File: src/hw/rtl/bdeq_pkg.sv
package bdeq_pkg;

    // Ring store geometry
    localparam int DEPTH = 16;
    localparam int IDX_W = (DEPTH > 1) ? $clog2(DEPTH) : 1;
    localparam int CNT_W = $clog2(DEPTH + 1);
    localparam int SUM_W = CNT_W + 1;

    // Field widths fixed by the interface
    localparam int WORD_W = 32;
    localparam int OP_W   = 3;
    localparam int CAP_W  = 5;
    localparam int CMP_W  = (CNT_W > CAP_W) ? CNT_W : CAP_W;

    localparam int IN_W  = 40;
    localparam int OUT_W = 72;

    // Bit positions inside the result tdata
    localparam int RES_OK_BIT    = 0;
    localparam int RES_FRONT_LSB = 1;
    localparam int RES_REAR_LSB  = 33;
    localparam int RES_EMPTY_BIT = 65;
    localparam int RES_FULL_BIT  = 66;

    typedef enum logic [OP_W-1:0] {
        OP_PUSH_FRONT = 3'd0,
        OP_PUSH_REAR  = 3'd1,
        OP_POP_FRONT  = 3'd2,
        OP_POP_REAR   = 3'd3,
        OP_PEEK       = 3'd4
    } op_t;

    // One result, last field in the lowest bits
    typedef struct packed {
        logic              now_full;
        logic              now_empty;
        logic [WORD_W-1:0] rear_value;
        logic [WORD_W-1:0] front_value;
        logic              accepted;
    } result_t;

endpackage

File: src/hw/rtl/bdeq_ram.sv
module bdeq_ram #(
    parameter int ADDR_W = 4,
    parameter int DATA_W = 32,
    parameter int WORDS  = 16
) (
    input  logic              aclk,
    input  logic              wr_en,
    input  logic [ADDR_W-1:0] wr_addr,
    input  logic [DATA_W-1:0] wr_data,
    input  logic [ADDR_W-1:0] rd_addr_a,
    output logic [DATA_W-1:0] rd_data_a,
    input  logic [ADDR_W-1:0] rd_addr_b,
    output logic [DATA_W-1:0] rd_data_b
);

    logic [DATA_W-1:0] mem [WORDS];

    // Write port
    always_ff @(posedge aclk) begin
        if (wr_en) begin
            mem[wr_addr] <= wr_data;
        end
    end

    // Two registered read ports, old data on a same-address write
    always_ff @(posedge aclk) begin
        rd_data_a <= mem[rd_addr_a];
        rd_data_b <= mem[rd_addr_b];
    end

endmodule

File: src/hw/rtl/bounded_double_ended_queue_top.sv
// An accepted transaction is registered into the index, count and store read
// data, then into the output register. The block takes no new item while the
// store's registered read of the new front and rear entries is in progress.
// A result stalled on the output holds off the next item until it is taken.
// Reset (aresetn low, synchronous): queue empty, front index zero, capacity
// at full depth, no result pending. The store itself is not cleared.
module bounded_double_ended_queue_top (
    input  logic                      aclk,
    input  logic                      aresetn,
    input  logic                      s_tvalid,
    output logic                      s_tready,
    // [2:0] operation, [34:3] item_value, [39:35] zero
    input  logic [bdeq_pkg::IN_W-1:0] s_tdata,
    output logic                      m_tvalid,
    input  logic                      m_tready,
    // [0] accepted, [32:1] front_value, [64:33] rear_value,
    // [65] now_empty, [66] now_full, [71:67] zero
    output logic [bdeq_pkg::OUT_W-1:0] m_tdata,
    input  logic                      cfg_wen,
    input  logic [bdeq_pkg::CAP_W-1:0] cfg_wdata
);

    import bdeq_pkg::*;

    logic [IDX_W-1:0]  front_reg, front_next;
    logic [CNT_W-1:0]  count_reg, count_next;
    logic [CNT_W-1:0]  cap_reg;
    logic              busy_reg;
    logic              ok_reg, ok_next;
    logic              fwd_front_reg, fwd_rear_reg;
    logic [WORD_W-1:0] wdata_reg;
    logic              m_valid_reg;
    result_t           m_data_reg;

    logic              in_fire;
    op_t               op;
    logic [WORD_W-1:0] in_value;
    logic              full, empty;
    logic              wr_en;
    logic [IDX_W-1:0]  wr_addr;
    logic [IDX_W-1:0]  rear_addr;
    logic [SUM_W-1:0]  push_sum, rear_sum;
    logic [WORD_W-1:0] rd_front, rd_rear;
    logic [CMP_W-1:0]  cfg_ext;
    result_t           res;

    assign s_tready = !busy_reg && (!m_valid_reg || m_tready);
    assign in_fire  = s_tvalid && s_tready;
    assign op       = op_t'(s_tdata[OP_W-1:0]);
    assign in_value = s_tdata[OP_W +: WORD_W];

    assign full  = count_reg >= cap_reg;
    assign empty = count_reg == '0;

    // Rear slot for an insert at the rear: front plus count, wrapped once
    assign push_sum = SUM_W'(front_reg) + SUM_W'(count_reg);

    // Apply the operation to the index and count
    always_comb begin
        front_next = front_reg;
        count_next = count_reg;
        ok_next    = 1'b0;
        wr_en      = 1'b0;
        wr_addr    = front_reg;
        unique case (op)
            OP_PUSH_FRONT: begin
                if (!full) begin
                    front_next = (front_reg == '0) ? IDX_W'(DEPTH - 1)
                                                   : front_reg - 1'b1;
                    wr_addr    = front_next;
                    wr_en      = in_fire;
                    count_next = count_reg + 1'b1;
                    ok_next    = 1'b1;
                end
            end
            OP_PUSH_REAR: begin
                if (!full) begin
                    wr_addr    = (push_sum >= SUM_W'(DEPTH))
                               ? IDX_W'(push_sum - SUM_W'(DEPTH))
                               : IDX_W'(push_sum);
                    wr_en      = in_fire;
                    count_next = count_reg + 1'b1;
                    ok_next    = 1'b1;
                end
            end
            OP_POP_FRONT: begin
                if (!empty) begin
                    front_next = (front_reg == IDX_W'(DEPTH - 1)) ? '0
                                                                  : front_reg + 1'b1;
                    count_next = count_reg - 1'b1;
                    ok_next    = 1'b1;
                end
            end
            OP_POP_REAR: begin
                if (!empty) begin
                    count_next = count_reg - 1'b1;
                    ok_next    = 1'b1;
                end
            end
            OP_PEEK: begin
                ok_next = 1'b1;
            end
            default: begin
                ok_next = 1'b0;
            end
        endcase
    end

    // Rear entry after the operation; meaningless when the queue ends empty
    assign rear_sum  = SUM_W'(front_next) + SUM_W'(count_next) - 1'b1;
    assign rear_addr = (rear_sum >= SUM_W'(DEPTH)) ? IDX_W'(rear_sum - SUM_W'(DEPTH))
                                                   : IDX_W'(rear_sum);

    bdeq_ram #(
        .ADDR_W (IDX_W),
        .DATA_W (WORD_W),
        .WORDS  (DEPTH)
    ) u_ram (
        .aclk      (aclk),
        .wr_en     (wr_en),
        .wr_addr   (wr_addr),
        .wr_data   (in_value),
        .rd_addr_a (front_next),
        .rd_data_a (rd_front),
        .rd_addr_b (rear_addr),
        .rd_data_b (rd_rear)
    );

    // Commit index and count, latch forwarding for the read cycle
    always_ff @(posedge aclk) begin
        if (!aresetn) begin
            front_reg <= '0;
            count_reg <= '0;
            busy_reg  <= 1'b0;
        end else begin
            busy_reg <= in_fire;
            if (in_fire) begin
                front_reg <= front_next;
                count_reg <= count_next;
            end
        end
    end

    always_ff @(posedge aclk) begin
        if (in_fire) begin
            ok_reg        <= ok_next;
            wdata_reg     <= in_value;
            fwd_front_reg <= wr_en && (wr_addr == front_next);
            fwd_rear_reg  <= wr_en && (wr_addr == rear_addr);
        end
    end

    // Capacity register, saturated to the depth, taken only while empty
    assign cfg_ext = CMP_W'(cfg_wdata);

    always_ff @(posedge aclk) begin
        if (!aresetn) begin
            cap_reg <= CNT_W'(DEPTH);
        end else if (cfg_wen && (count_reg == '0)) begin
            cap_reg <= (cfg_ext > CMP_W'(DEPTH)) ? CNT_W'(DEPTH) : CNT_W'(cfg_wdata);
        end
    end

    // Assemble the result from read data or the word just written, or all ones when empty
    always_comb begin
        res.accepted    = ok_reg;
        res.now_empty   = count_reg == '0;
        res.now_full    = count_reg >= cap_reg;
        res.front_value = fwd_front_reg ? wdata_reg : rd_front;
        res.rear_value  = fwd_rear_reg ? wdata_reg : rd_rear;
        if (count_reg == '0) begin
            res.front_value = '1;
            res.rear_value  = '1;
        end
    end

    // Output register: load in the read cycle, drop on a completed transaction
    always_ff @(posedge aclk) begin
        if (!aresetn) begin
            m_valid_reg <= 1'b0;
        end else if (busy_reg) begin
            m_valid_reg <= 1'b1;
        end else if (m_tready) begin
            m_valid_reg <= 1'b0;
        end
    end

    always_ff @(posedge aclk) begin
        if (busy_reg) begin
            m_data_reg <= res;
        end
    end

    assign m_tvalid = m_valid_reg;
    assign m_tdata  = {{(OUT_W - $bits(result_t)){1'b0}}, m_data_reg};

endmodule

File: config.mk
export PLATFORM = sky130hd
export DESIGN_NAME = bounded_double_ended_queue_top
export DESIGN_NICKNAME = d
export VERILOG_FILES = /design/src/hw/rtl/bdeq_pkg.sv /design/src/hw/rtl/bdeq_ram.sv /design/src/hw/rtl/bounded_double_ended_queue_top.sv
export SDC_FILE = /design/constraint.sdc
export NUM_CORES = 1
export LEC_CHECK = 0
export ABC_CLOCK_PERIOD_IN_PS = 7300
export BUFFER_PORTS_ARGS = -buffer_cell sky130_fd_sc_hd__buf_2
export CAP_MARGIN = 20
export CORE_UTILIZATION = 40
export CTS_CLUSTER_DIAMETER = 120
export CTS_CLUSTER_SIZE = 30
export DETAILED_ROUTE_END_ITERATION = 10
export PLACE_DENSITY = 0.57
export SLEW_MARGIN = 40
export SYNTH_ARGS = -nofsm -noshare
export SYNTH_HDL_FRONTEND = slang
export SYNTH_HIERARCHICAL = 1
export SYNTH_SLANG_ARGS = --single-unit
File: constraint.sdc
create_clock -name aclk -period 7.3 [get_ports aclk]
set_input_delay 0.365 -clock aclk [delete_from_list [all_inputs] [get_ports aclk]]
set_output_delay 0.365 -clock aclk [all_outputs]
set_load 0.01 [all_outputs]
======== Word-level counts from Yosys, hierarchy flattened ========
Memories as Yosys holds them, arrays and structs flattened. A register that Yosys moved wholly into a read port is not among the register bits.
Index checks and enable logic that the tools add are counted.
storage, ports and cells
  register bits ........................... 118
  RAM bits ................................ 512
  input port bits ......................... 50
  output and inout bits ................... 74
  word-level logic and storage cells ...... 73
  memories kept ........................... 1
operators by class
  $add $sub $neg .......................... 9
  order comparisons ....................... 4
  equal/unequal tests ..................... 7
  mux-type cells .......................... 24
  reductions and logical operators ........ 14
memories
  name       words  width  rd ports  clocked after memory_dff  write ports  line            RTL
  u_ram.mem  16     32     2         2                         1            bdeq_ram.sv:16  logic [DATA_W-1:0] mem [WORDS];
operators with widths
  operator                                             count
  2-to-1 mux 32 bit                                    2
  2-to-1 mux 4 bit                                     7
  one-hot mux 4 bit (2 select lines)                   2
  2-to-1 mux 5 bit                                     3
  adder 4 x 5 -> 6 bit                                 2
  >= comparator 6 x 5 -> 1 bit, second input constant  2
  subtractor 4 x 1 -> 4 bit, second input constant     3
  one-hot mux 5 bit (2 select lines)                   1
  equality test 4 bit                                  2
  2-to-1 mux 1 bit                                     8
  equality test 3 x 2 -> 1 bit, second input constant  2
  subtractor 6 x 1 -> 6 bit, second input constant     1
  adder 5 x 1 -> 5 bit, second input constant          1
  >= comparator 5 bit                                  1
  > comparator 5 bit, second input constant            1
  logical AND 1 bit                                    5
  zero test 5 bit                                      1
  subtractor 5 x 1 -> 5 bit, second input constant     1
  adder 4 x 1 -> 4 bit, second input constant          1
  equality test 4 bit, second input constant           1
  zero test 4 bit                                      1
  OR reduction 2 bit                                   2
  equality test 3 x 1 -> 1 bit, second input constant  1
  equality test 3 bit, second input constant           1
  other kinds (5)                                      6

======== Longest topological paths before layout ========
Gate-level depths: netlist of run 1.
  word-level depth ........................ 10
  gate-level depth with buffers ........... 21
  mapped depth without buffers ............ 19

======== Modules after synthesis ========
Netlist of run 1, hierarchy kept.
by module, submodules not included
  module                          times used  cells an instance  area an instance (um2)  sequential area each (um2)
  bdeq_ram                        1           1141               24188.2                 16656.0
  bounded_double_ended_queue_top  1           497                5858.1                  3383.2

======== Least setup slack after synthesis of run 1 ========
Ideal clock, no wire load.
  path kind ............................... reg-to-reg
  start ................................... register count_reg[0]
  end ..................................... memory u_ram.mem[0][0], enable pin
  library setup time ...................... 0.461 ns
  data arrival time ....................... 4.929 ns
  data required time ...................... 6.839 ns
  slack ................................... 1.910 ns
  cell stages (with the launch flop) ...... 11
  buffers on the path ..................... 0
  period minus slack after synthesis ...... 5.390 ns
  path through ............................ dfxtp_1 > inv_1 > ha_1 > nor2b_1 > o21ai_0 > a21oi_4 > clkinv_1 > o311ai_0 > o221ai_1 > or3b_2 > nor3_1
on the way
  elaborated cells on any way between the ends .. 12
  classes of those cells .................. 2 x add/sub; 2 x order compare; 8 x mux
RTL lines
  element                                     line                                                                        RTL
  start: declaration                          bounded_double_ended_queue_top.sv:26                                        logic [CNT_W-1:0] count_reg, count_next;
  start signal: assignment                    bounded_double_ended_queue_top.sv:139                                       count_reg <= count_next;
  >= comparator 5 bit *                       bounded_double_ended_queue_top.sv:52                                        assign full = count_reg >= cap_reg;
  named net full                              bounded_double_ended_queue_top.sv:38                                        logic full, empty;
  2-to-1 mux 4 bit, on equally long branches  bounded_double_ended_queue_top.sv:77, bounded_double_ended_queue_top.sv:67
  one-hot mux 4 bit (2 select lines) *        bounded_double_ended_queue_top.sv:65                                        unique case (op)
  named net wr_addr[3]                        bounded_double_ended_queue_top.sv:40                                        logic [IDX_W-1:0] wr_addr;
  end: declaration                            bdeq_ram.sv:16
Mark *: on every way through the listed nets, which the timed path passes. The rest lies on a longest branch.

======== Worst setup path in the final report of run 1 ========
  start ................................... register count_reg[0]
  end ..................................... register u_ram.rd_data_b[22] (read register of u_ram.mem)
on the way
  longest elaborated chain between the ends .. 7
  elaborated cells on any way between the ends .. 15
  classes of those cells .................. 5 x add/sub; 2 x order compare; 7 x mux; 1 x reduce/logical
RTL lines
  element                                                                                          line                                                                        RTL
  >= comparator 5 bit *                                                                            bounded_double_ended_queue_top.sv:52
  named net full                                                                                   bounded_double_ended_queue_top.sv:38
  2-to-1 mux 4 bit / 2-to-1 mux 5 bit (equally long branches)                                      bounded_double_ended_queue_top.sv:67, bounded_double_ended_queue_top.sv:77
  one-hot mux 4 bit (2 select lines) / one-hot mux 5 bit (2 select lines) (equally long branches)  bounded_double_ended_queue_top.sv:65
  adder 4 x 5 -> 6 bit *                                                                           bounded_double_ended_queue_top.sv:110                                       assign rear_sum = SUM_W'(front_next) + SUM_W'(count_next) - 1'b1;
  subtractor 6 x 1 -> 6 bit *                                                                      bounded_double_ended_queue_top.sv:110
  >= comparator 6 x 5 -> 1 bit / subtractor 4 x 1 -> 4 bit (equally long branches)                 bounded_double_ended_queue_top.sv:111                                       assign rear_addr = (rear_sum >= SUM_W'(DEPTH)) ? IDX_W'(rear_sum - SUM_W'(DEPTH))
  2-to-1 mux 4 bit *                                                                               bounded_double_ended_queue_top.sv:111
  named net rear_addr[3]                                                                           bounded_double_ended_queue_top.sv:41                                        logic [IDX_W-1:0] rear_addr;
  end: declaration                                                                                 bdeq_ram.sv:13                                                              output logic [DATA_W-1:0] rd_data_b
Marks and branches as above.
A chain may end at the register's enable or synchronous reset.

==> results of run 1 <==
## metrics by stage
step	cells	util	hold slack, ns	total power, mW
after global routing	2698	0.4400	0.08654	9.472
after floorplan	1642	-	0.4003	6.466
after detailed placement	2649	0.4293	0.4107	7.291
after global placement	2645	0.4280	0.4112	7.250
final	2699	0.4401	0.07674	9.087
after CTS	2698	0.4400	0.05296	9.178
## cells in the final DEF (no fill, tap or decap), drive strengths merged, types with 4 or more instances in the layout
master | netlist | routed
nor2 | 39 | 39
nand2 | 147 | 147
conb | 1 | 5
clkbuf | 65 | 44
and2 | 4 | 4
edfxtp | 614 | 614
a21oi | 16 | 16
xnor2 | 13 | 13
dfxtp | 80 | 80
a211oi | 5 | 5
nor3 | 15 | 15
nand3 | 11 | 11
a21o | 4 | 4
mux2i | 66 | 66
mux4 | 256 | 256
a31oi | 6 | 6
ha | 17 | 17
buf | 54 | 157
nor2b | 7 | 7
a22oi | 130 | 130
o21ai | 17 | 17
inv | 28 | 31
nor3b | 4 | 4
## power by group through the flow
| stage | Combinational, mW | Clock (mW) | Sequential, mW |
|---|---|---|---|
| floorplan | 1.78 | 0 | 4.69 |
| global placement | 2.54 | 0 | 4.71 |
| detailed placement | 2.58 | 0 | 4.71 |
| CTS | 2.59 | 1.97 | 4.62 |
| global route | 2.75 | 2.09 | 4.63 |
| finish | 2.56 | 1.91 | 4.62 |
## kinds of logic after synthesis
kind of cell / synth area share
compound gates: 0.04814
xor+xnor: 0.004914
fa+ha+maj: 0.008412
buf+inv: 0.02265
flops: 0.6669
mux: 0.2142
other cells: 0.0001248
simple gates: 0.03456
## per-layer routing
metal	share of wire	routed length, um	track usage
met2	0.50	38370	0.3423
met5	0.00059	45	0
met1	0.43	32740	0.2782
met4	0.016	1238	0.03882
met3	0.049	3748	0.02383
## worst min-delay path by stage
stage / start / end / slack [ns] / cells after the start
final: m_tready / m_tvalid / 0.08 / 4
after global routing: m_tready / m_tvalid / 0.09 / 4
after CTS: m_tready / m_tvalid / 0.05 / 4
after detailed placement: ok_reg / m_tdata[0] / 0.41 / 0
after global placement: ok_reg / m_tdata[0] / 0.41 / 0
after floorplan: ok_reg / m_tdata[0] / 0.40 / 0
## layout make-up
type | count | area, sq um | share of cell area
Clock inverter | 3 | 36.28 | 0.001109
Multi-Input combinational cell | 800 | 9518 | 0.2910
Inverter | 29 | 133.9 | 0.004093
Antenna cell | 1 | 2.502 | 0.00007651
Timing Repair Buffer | 159 | 1021 | 0.03122
Tap cell | 969 | 1212 | 0.03707
Clock buffer | 44 | 739.5 | 0.02261
Sequential cell | 694 | 20040 | 0.6128
## worst max-delay path, stage by stage (launching register included)
cell and delay, ns:
dfxtp_1 0.50, inv_1 0.18, ha_1 0.32, nor2b_1 0.15
o21ai_0 0.23, a21oi_4 0.34, clkinv_1 0.34, nor2_1 0.37
o21a_1 0.22, o22ai_1 0.11, ha_1 0.30, inv_1 0.06
ha_4 0.16, fa_1 0.42, xnor2_1 0.19, xnor2_1 0.14
xnor2_1 0.51, nor2b_4 0.76, buf_12 0.28, a22oi_1 0.12
nand2_1 0.07
==> out/qor.txt, run 1 <==
Status -> complete, no violations
Min Tclk post-route -> 5.869 ns
CTS Root Buffer Type -> clkbuf_16
Finished Cell Area -> 0.03271 sq mm
Worst rel slew slack -> 0.4664
Layout cells sized above 1 -> 0.2811
RR Startpoint -> count_reg[0]
DR WL/cell -> 28.21 um
Setup Buffers After CTS -> 0
Worst Reg-to-Reg Cells -> 20
WS Path Type -> flop to flop
RD Place Congestion -> 0.7978
Port Buf Inserts -> 113
Final Max Tran Viols -> 0
CP Data Required Time -> 7.85 ns
NumNets Final -> 1,780
Vias per cell -> 5.949
Crit. Startpoint -> count_reg[0]
Max IR drop VDD -> 0.2648 mV
Max-cap violations -> 0
Top post-synthesis cells by count -> edfxtp_1 (614), mux4_2 (256), nand2_1 (147), a22oi_1 (130), dfxtp_1 (80)
Flop and latch count out of synthesis -> 694
Clk_lat worst skew -> 0.62 ns
ANT nets after route -> 0
Starting Density -> 0.4043
Top-area cell type share of the netlist area -> 0.6136
Die Area -> 0.07621 sq mm
Clock-pin slew on the worst setup and hold paths -> 0.12 ns
Gate Count Post-Synth -> 1,638
HP Class -> input port to flop
Core area -> 0.07432 sq mm
DP Wirelength -> 43,280 um
First-pass GRT wire length -> 113,000 um
Post-Place Worst Slack -> 1.517 ns
Die H -> 276.1 um
Int Pwr -> 6.368 mW
Fin crit share -> 0.8039
Worst Path Arrival -> 6.42 ns
Final hold violations -> 0
Setup TNS -> 0 ns
Asr flop ratio synth -> 0
Net Sw Frac -> 0.2992
Via count -> 16,057
GR Overflow Total -> 0
Post-cts gate resize count -> 0
Worst setup SP type -> flop
Area Growth Syn to Fin -> 8.853%
Longest Clk Path Bufs -> 3
Worst-Margin Slew -> 0.8004 ns
Crit end category -> flop
H-tree depth -> 1
Synth top area cells -> edfxtp_1 (61%), mux4_2 (19%), dfxtp_1 (5.3%), a22oi_1 (3.2%), mux2i_1 (2.2%)
Final number of setup-violating endpoints -> 0
Largest register FFs -> 512
Initial antenna violation count -> 3
CTS Hold Bufs -> 2
Remaining DRCs -> 0
R2r setup slk -> 1.43 ns
Largest register by flop count -> u_ram/mem
Synth Area per Inst -> 18.34 sq um
I/O pin cnt -> 124
Count leader, synth -> edfxtp_1
Post-synth top area cell -> edfxtp_1
Post-synthesis cell area -> 0.03005 sq mm
TritonRoute pass-1 iters -> 5
Post-synth EDFFs -> 614
Largest net degree at the start of global routing -> 108
Sw Pwr -> 2.718 mW
Final worst-path setup slack -> 1.431 ns
LEAKAGE -> 10.31 nW
P per Cell Area -> 277.8 mW/mm^2
TritonCTS clock tree -> yes
Yosys cell types -> 57
Critical Path Sink -> u_ram/rd_data_b[22]
Vias in the first global route -> 16,852
Fmax -> 170.4 MHz
Logic pwr share -> 0.282
Seq/Total Area, Yosys -> 0.6669
Yosys warning count -> 6
Sequential power share -> 0.508
Die width -> 276.1 um
Primary FF master, synth -> edfxtp_1
Total track usage -> 0.2004
Final wirelength -> 76,140 um
Worst Clk Skew -> 0.02147 ns
RSZ-0062 raised after global routing -> no
Fillers -> 6,477
Cell Rows -> 100
Initial drt markers -> 1,451
CTS Buf Count -> 27
CTS sink cnt -> 694
Clock power share -> 0.210
CP max FO -> 17
Post-DP Area -> 0.03191 sq mm
Worst r2r dst -> u_ram/rd_data_b[22]
(Power assumes the default switching activity.)
==> run 2, diff against run 1 <==
- ABC_CLOCK_PERIOD_IN_PS: 7300 -> 5980
- clock period: 7.3 -> 5.98 ns (I/O delays scaled with it)
==> run 2 against run 1 <==
  * Cell count up 0.59%
  * Critical path depth is the same
  * Maximum frequency is 7.2% higher
  * Routed wire length hardly changed
  * Register-to-register slack got worse by 0.93 ns
  * Hold slack worse by 0.031 ns
  * Die area is the same
  * Critical endpoint is now u_ram/rd_data_b[16]
==> out/qor.txt, run 2 (same netlist as run 1, synthesis figures left out) <==
Max IR drop VDD -> 0.2714 mV
Finished Cell Area -> 0.03303 sq mm
Layout cells sized above 1 -> 0.2848
Net Sw Frac -> 0.2987
FF+latch area -> 0.02004 sq mm
Fmax -> 182.6 MHz
I/O pin cnt -> 124
CP Cell Sequence -> inv_1 > ha_1 > nor2b_1 > o21ai_0 > a21oi_4 > clkinv_1 > nor2_1 > o21a_1 > o22ai_1 > ha_1 > inv_1 > ha_4 > fa_1 > xnor2_1 > xnor2_1 > xnor2_1 > nor2b_4 > buf_12 > a22oi_1 > nand2_1
RSZ-0062 raised after global routing -> no
GR Overflow Total -> 0
Worst Path Arrival -> 6.04 ns
Die H -> 276.1 um
Initial drt markers -> 1,537
Clk_lat worst skew -> 0.62 ns
Logic pwr share -> 0.287
Largest net degree at the start of global routing -> 69
Worst rel slew slack -> 0.4228
Hold path start -> s_tdata[33]
Status -> complete, no violations
R2r setup slk -> 0.50 ns
Fillers -> 6,409
Worst-Margin Slew -> 0.8638 ns
Sequential power share -> 0.504
CTS Buf Count -> 27
Largest register FFs -> 512
H-tree depth -> 1
Delay of the slowest cell on the worst path -> 0.53 ns
P per Cell Area -> 339.1 mW/mm^2
Cell repeated most along the worst path -> xnor2_1
Fin crit share -> 0.9158
RD Place Congestion -> 0.7620
Met2 Use GR -> 0.3498
Clock-pin slew on the worst setup and hold paths -> 0.11 ns
CP Buf/Inv Count -> 4
Die Area -> 0.07621 sq mm
Hold EP -> wdata_reg[30]
CTS sink cnt -> 694
Max-cap violations -> 0
HP Class -> input port to flop
LEAKAGE -> 10.45 nW
NumNets Final -> 1,796
DP Wirelength -> 43,150 um
CP Data Required Time -> 6.55 ns
Footprint of the multi-input gates -> 0.009513 sq mm
Via count -> 15,977
Min Tclk post-route -> 5.476 ns
Hold depth -> 1
TritonCTS clock tree -> yes
Post-cts gate resize count -> 0
First-pass GRT wire length -> 112,900 um
Int Pwr -> 7.857 mW
Vias in the first global route -> 16,811
Worst r2r dst -> u_ram/rd_data_b[16]
DR WL/cell -> 28.02 um
Die width -> 276.1 um
Starting Density -> 0.4043
CTS Root Buffer Type -> clkbuf_16
CP delay by family, top -> adder cells
Worst setup SP type -> flop
Final Max Tran Viols -> 0
Initial antenna violation count -> 4
Post-DP Area -> 0.03211 sq mm
Met3 Use GR -> 0.01910
Worst Clk Skew -> 0.02710 ns
Port Buf Inserts -> 113
Most common cell after layout, fill and taps aside -> edfxtp_1
Final wirelength -> 76,070 um
Most Crowded Layer GR -> met2
TritonRoute pass-1 iters -> 5
Total track usage -> 0.2012
Remaining DRCs -> 0
Setup Buffers After CTS -> 0
ANT nets after route -> 0
Final hold violations -> 0
Crit end category -> flop
Most frequent cells in the layout -> edfxtp_1 (614), mux4_2 (256), nand2_1 (147), a22oi_1 (130), buf_2 (113)
Cell Rows -> 100
GR met1 Demand/Resource -> 0.2755
Clock power share -> 0.209
Setup TNS -> 0 ns
Worst Reg-to-Reg Cells -> 20
CP max FO -> 32
WS Path Type -> flop to flop
Largest register by flop count -> u_ram/mem
Slowest cell on crit path -> xnor2_1
CTS Hold Bufs -> 6
Core area -> 0.07432 sq mm
Area Growth Syn to Fin -> 9.940%
RR Startpoint -> count_reg[0]
Longest Clk Path Bufs -> 3
Final number of setup-violating endpoints -> 0
Sw Pwr -> 3.346 mW
Vias per cell -> 5.885
run 2: changes by cell type in the layout (fill, tap and decap cells not counted), moves of 2 or more:
cell,change
dlygate4sd3_1,+4
buf_8,-2
buf_12,+14
buf_4,-2
inv_12,-2
run 2: area by class of cell:
type	count	area share
multi-input cells	800	0.2880
clock buffers	46	0.02326
clock inverters	1	0.0009091
flip-flops and latches	694	0.6068
diodes	1	0.00007575
inverters	29	0.003901
well taps	969	0.03670
repair buffers	175	0.04042
run 2: metal layers:
metal	vias up	routed length, um
met5	-	40
met4	6	1351
met3	83	4197
met2	476	38610
met1	8548	31870
li1	6864	-
run 2: per-stage QoR:
stage	std cells	total power [mW]	utilization	hold slack [ns]	setup slack, ns
floorplan	1642	7.894	-	0.3708	0.5897
global placement	2657	8.981	0.4316	0.4169	0.7193
detailed placement	2658	8.992	0.4320	0.4116	0.5786
CTS	2711	11.31	0.4435	0.007726	0.5231
global route	2715	11.67	0.4445	0.03324	0.2104
finish	2715	11.20	0.4445	0.04622	0.5038
run 2: power by group through the flow:
stage               clock (mW)  sequential (mW)  combinational [mW]
floorplan                    0             5.72                2.17
global placement             0             5.77                3.22
finish                    2.35             5.65                3.21
CTS                       2.42             5.65                3.23
detailed placement           0             5.76                3.23
global route              2.57             5.67                3.44
run 2: worst max-delay path by stage:
stage                       from                   to  slack (ns)  depth (start not counted)
floorplan           count_reg[0]      u_ram/mem[0][0]        0.59                         10
global placement    count_reg[0]  u_ram/rd_data_b[16]        0.72                         20
detailed placement  count_reg[0]  u_ram/rd_data_b[16]        0.58                         20
CTS                 count_reg[0]  u_ram/rd_data_b[16]        0.52                         20
global route        count_reg[0]  u_ram/rd_data_b[22]        0.21                         20
finish              count_reg[0]  u_ram/rd_data_b[16]        0.50                         20
